File: src/design/quaternion_to_rotation_matrix_defines.svh
// Assertion macros for the quaternion to rotation matrix block.
// Included by the top level; relies on i_clk and i_rst_n in scope.
`ifndef QUATERNION_TO_ROTATION_MATRIX_DEFINES_SVH
`define QUATERNION_TO_ROTATION_MATRIX_DEFINES_SVH

// Implication checked at every clock, off during reset
`define QRM_ASSERT(label, ante, cons, msg) \
    label: assert property (@(posedge i_clk) disable iff (!i_rst_n) (ante) |-> (cons)) \
        else $error(msg);

// Implication whose consequent is checked in the cycle after the antecedent
`define QRM_ASSERT_NEXT(label, ante, cons, msg) \
    label: assert property (@(posedge i_clk) disable iff (!i_rst_n) (ante) |=> (cons)) \
        else $error(msg);

`endif

File: src/design/qrm_pkg.sv
// Shared types and constants for the quaternion to rotation matrix block.
// No dependencies.
`timescale 1ns / 1ps

package qrm_pkg;

    // Width of one output matrix entry
    localparam int OUT_W = 16;

    // Row numbers
    localparam logic [1:0] ROW_FIRST = 2'd0;
    localparam logic [1:0] ROW_LAST  = 2'd3;

    // Sideband traveling with each row through the divider
    typedef struct packed {
        logic [1:0] row;
        logic       degen;
        logic       last;
    } t_side;

endpackage

File: src/design/qrm_row_seq.sv
// Holds one quaternion's numerators and issues its four rows, one per enabled cycle.
// Depends on qrm_pkg.
`timescale 1ns / 1ps

module qrm_row_seq
    import qrm_pkg::*;
#(
    parameter int W = 16
) (
    input  logic                  i_clk,
    input  logic                  i_rst_n,
    input  logic                  i_en,
    input  logic                  i_valid,
    output logic                  o_ready,
    input  logic signed [2*W+1:0] i_m [9],
    input  logic [2*W:0]          i_n,
    input  logic                  i_degen,
    output logic                  o_valid,
    output t_side                 o_side,
    output logic signed [2*W+1:0] o_num [3],
    output logic [2*W:0]          o_n
);

    logic                  r_hv;
    logic [1:0]            r_row;
    logic signed [2*W+1:0] r_m [9];
    logic [2*W:0]          r_n;
    logic                  r_degen;
    logic                  free;

    assign free    = !r_hv || (r_row == ROW_LAST && i_en);
    assign o_ready = free;

    // Holder valid and row counter
    always_ff @(posedge i_clk) begin
        if (!i_rst_n) begin
            r_hv  <= 1'b0;
            r_row <= ROW_FIRST;
        end else if (free && i_valid) begin
            r_hv  <= 1'b1;
            r_row <= ROW_FIRST;
        end else if (r_hv && i_en) begin
            if (r_row == ROW_LAST) r_hv <= 1'b0;
            r_row <= r_row + 2'd1;
        end
    end

    always_ff @(posedge i_clk) begin
        if (free && i_valid) begin
            r_m     <= i_m;
            r_n     <= i_n;
            r_degen <= i_degen;
        end
    end

    // Pick the current row's numerators; row 3 carries zeros
    always_comb begin
        o_num[0] = '0;
        o_num[1] = '0;
        o_num[2] = '0;
        case (r_row)
            2'd0: begin
                o_num[0] = r_m[0]; o_num[1] = r_m[1]; o_num[2] = r_m[2];
            end
            2'd1: begin
                o_num[0] = r_m[3]; o_num[1] = r_m[4]; o_num[2] = r_m[5];
            end
            2'd2: begin
                o_num[0] = r_m[6]; o_num[1] = r_m[7]; o_num[2] = r_m[8];
            end
            default: begin
                o_num[0] = '0;
            end
        endcase
    end

    assign o_valid      = r_hv;
    assign o_n          = r_n;
    assign o_side.row   = r_row;
    assign o_side.degen = r_degen;
    assign o_side.last  = (r_row == ROW_LAST);

endmodule

File: config.mk
export PLATFORM = sky130hd
export DESIGN_NAME = qrm_row_seq
export DESIGN_NICKNAME = d
export VERILOG_FILES = /design/src/design/quaternion_to_rotation_matrix_defines.svh /design/src/design/qrm_pkg.sv /design/src/design/qrm_row_seq.sv
export SDC_FILE = /design/constraint.sdc
export NUM_CORES = 1
export LEC_CHECK = 0
export ABC_AREA = 1
export BUFFER_PORTS_ARGS = -buffer_cell sky130_fd_sc_hd__buf_2
export CORE_AREA = 2 2 190 192
export CTS_BUF_LIST = sky130_fd_sc_hd__clkbuf_2 sky130_fd_sc_hd__clkbuf_4 sky130_fd_sc_hd__clkbuf_8
export DETAILED_ROUTE_END_ITERATION = 16
export DIE_AREA = 0 0 192 194
export MAX_ROUTING_LAYER = met4
export PLACE_DENSITY = 0.71
export SLEW_MARGIN = 15
export SYNTH_ARGS = -nofsm -noshare
export SYNTH_HDL_FRONTEND = slang
export SYNTH_SLANG_ARGS = --single-unit
export TNS_END_PERCENT = 20
File: constraint.sdc
create_clock -name i_clk -period 10 [get_ports i_clk]
set_input_delay 0.5 -clock i_clk [delete_from_list [all_inputs] [get_ports i_clk]]
set_output_delay 0.5 -clock i_clk [all_outputs]
set_load 0.05 [all_outputs]
==> flow_summary_export.csv <==
group,metric,value,unit
status,status,"complete, no violations",
timing,fin_tns_setup,0,ns
setup_path,worstSetupStartpointType,"flip-flop",
setup_path,critPathLaunch,"r_row[0]",
global_routing,grt_max_degree,102,
clocking,numCtsBuffers,55,
clocking,htree_levels,2,
yosys,yosys-top-cells-area,"edfxtp_1 78%, nand2_1 12%, nand3_1 4.0%, inv_1 3.1%, buf_6 1.4%",
min_path,worstHoldPathType,"in -> reg",
setup_path,required,10.22,ns
floorplan,die_area,0.0372,sq mm
setup_path,timing.rr.start,"r_row[0]",
yosys,synthArstFlopShare,0,
yosys,ys_seq_area_frac,0.781,
clocking,clk_pin_slew,0.06,ns
timing,period_share,0.382,
detailed_routing,first_pass_iters,5,
finish,drive_gt1_frac,0.343,
power,power_density,183,mW/mm^2
detailed_routing,wl,36700,microns
floorplan,pin_count,485,
yosys,synth_top_area_cell,"edfxtp_1",
yosys,synth_top_family_by_area,"simple AND/OR/NAND/NOR gates",
power,p_leak,0.00814,uW
finish,nFillCells,3026,
detailed_routing,routedWlPerCell,17.1,microns
global_routing,grt_usage,0.196,
floorplan,coreArea,0.0352,sq mm
timing,min_period,3.82,ns
global_routing,grt_pass1_wl,54000,microns
timing,setup_slack,6.18,ns
yosys,ys_warn_count,0,
global_routing,antenna_found_initial,3,
yosys,synth_edf_count,340,
timing,setup_violations,0,
detailed_routing,drcViolationCount,0,
floorplan,start_util,0.374,
placed_design,port_buffers,484,
detailed_routing,vias,9952,
timing,rsz0062_at_grt,"false",
detailed_routing,drt_iter0_drc,537,
power,p_int,2440,uW
min_path,min_from,"i_m[48]",
detailed_routing,drtAntennaViolNets,0,
power,switching_share,0.264,
yosys,yosys-top-cells-count,"417 x nand2_1, 340 x edfxtp_1, 108 x inv_1",
timing,worst_pin_slew,1.14,ns
global_routing,grt_pass1_vias,10300,
clocking,insertion_delay,0.61,ns
power,power_frac_comb,0.133,
floorplan,dieHeight,194,microns
placed_design,place_ws,6.16,ns
clocking,root_buffer,"clkbuf_8",
power,ir_drop,193,uV
power,seqPwrFrac,0.513,
yosys,synth_area_per_cell,12.8,sq um
power,p_switching,877,uW
yosys,synth_xor_xnor_area_share,0,
placed_design,dpl_cell_area,0.0159,sq mm
global_routing,overflow,0,
placed_design,routabilityCongestion,0.800,
clocking,cts_tree,"built",
finish,nets,1990,
power,p_clk_frac,0.355,
setup_path,cp.arrival,4.05,ns
clocking,clock_sinks,343,
timing,slew-limit-headroom,0.240,
yosys,synthSimpleGateAreaFrac,0.159,
yosys,synth-adder-area-share,0.00380,
setup_path,crit_path_max_fanout,101,
yosys,syn_area,0.0132,sq mm
setup_path,crit_type,"reg -> reg",
floorplan,die_x,192,microns
yosys,synth_compound_area_frac,0.000571,
flow_run,drv_cap,0,
placed_design,dp_hpwl,23200,microns
yosys,synthCells,1024,
timing,finalClockSkew,0.0159,ns
detailed_routing,via_per_inst,4.63,
yosys,synth_fp_nets,1372,
timing,drv_slew,0,
setup_path,end_kind,"flip-flop",
finish,final_cell_area,0.0181,sq mm
yosys,synth_top_area_share,0.776,
yosys,yosys-mux-area-fraction,0,
timing,timing.fmax,262,MHz
floorplan,std_cell_rows,69,
clocking,cts_max_path_buffers,3,
yosys,synthDistinctLibCells,12,
yosys,ys.flop_type,"edfxtp_1",
yosys,synth_seq_cells,343,
timing,finalHoldViolCount,0,
finish,syn_to_final_growth,37.9,%
yosys,synth.most_common_cell,"nand2_1",
-- final timing paths --
| kind | to | slack [ns] | depth (start not counted) |
|---|---|---|---|
| worst max-delay path | r_m[243] | 6.18 | 7 |
| worst min register to register | o_valid | 0.60 | 2 |
| worst max register to register | r_m[243] | 6.18 | 7 |
| worst min-delay path | r_m[48] | 0.05 | 1 |
-- layout make-up --
cell class | instances | area (sq um) | area share
flip-flops and latches | 343 | 10300 | 0.566
inverters | 108 | 414 | 0.0228
repair buffers | 606 | 3630 | 0.200
clock inverters | 30 | 186 | 0.0103
multi-input cells | 528 | 2190 | 0.121
clock buffers | 70 | 876 | 0.0483
diodes | 3 | 7.51 | 0.000414
well taps | 461 | 577 | 0.0318
-- registers in the layout, indices dropped and copies added (netlist names) --
signal and cells:
r_m 306, o_n 33, r_row 2, o_valid 1
r_degen 1
-- kinds of logic after synthesis --
group,Yosys count
fa+ha+maj,4
buf+inv,153
flops,343
compound gates,1
simple gates,523
-- placed cells by master (no fill, tap or decap), drive strengths merged --
master,count
dfxtp,3
inv,108
dlygate4sd3,115
buf,491
diode,3
nand3,104
edfxtp,340
clkinv,26
clkbuf,70
ha,4
a21boi,1
nand2,417
clkinvlp,2
bufinv,2
nor2,2
-- worst max-delay path, cell delays in order, from the launching register on --
cell and delay [ns]:
dfxtp_1 0.44, ha_1 0.27, nand2_1 0.07, nand2_1 0.09
nand2_1 0.15, inv_8 0.48, buf_4 0.98, buf_4 0.84
-- layer usage --
| metal | global-route usage | vias to the layer above | routed length (microns) | part of all wire |
|---|---|---|---|---|
| li1 | - | 4659 | - | - |
| met1 | 0.209 | 4746 | 13400 | 0.37 |
| met2 | 0.344 | 471 | 19200 | 0.52 |
| met3 | 0.0559 | 76 | 3060 | 0.083 |
| met4 | 0.0727 | 0 | 1030 | 0.028 |
| met5 | - | - | 0 | 0 |
-- power by group through the flow --
stage / logic [uW] / clock network, uW / registers [uW]
finish: 440 / 1180 / 1700
global route: 471 / 1270 / 1710
CTS: 439 / 1200 / 1700
detailed placement: 402 / 0 / 1730
global placement: 396 / 0 / 1730
floorplan: 233 / 0 / 1770
-- repair_timing --
item                                    4_1_cts  5_1_grt
gates resized for setup                       0        0
hold endpoints to repair                    115        0
hold buffers                                115        0
endpoints found under the setup margin        0        0
setup buffers                                 0        0
-- stage by stage --
| stage | cells | hold slack, ns | power (uW) | utilization |
|---|---|---|---|---|
| floorplan | 1024 | 0.599 | 2010 | - |
| global route | 2149 | 0.000254 | 3450 | 0.515 |
| global placement | 1931 | 0.553 | 2120 | 0.452 |
| finish | 2149 | 0.0498 | 3320 | 0.515 |
| CTS | 2146 | 0.0000278 | 3340 | 0.515 |
| detailed placement | 1931 | 0.588 | 2130 | 0.452 |
Power figures use the tool's default switching activity.
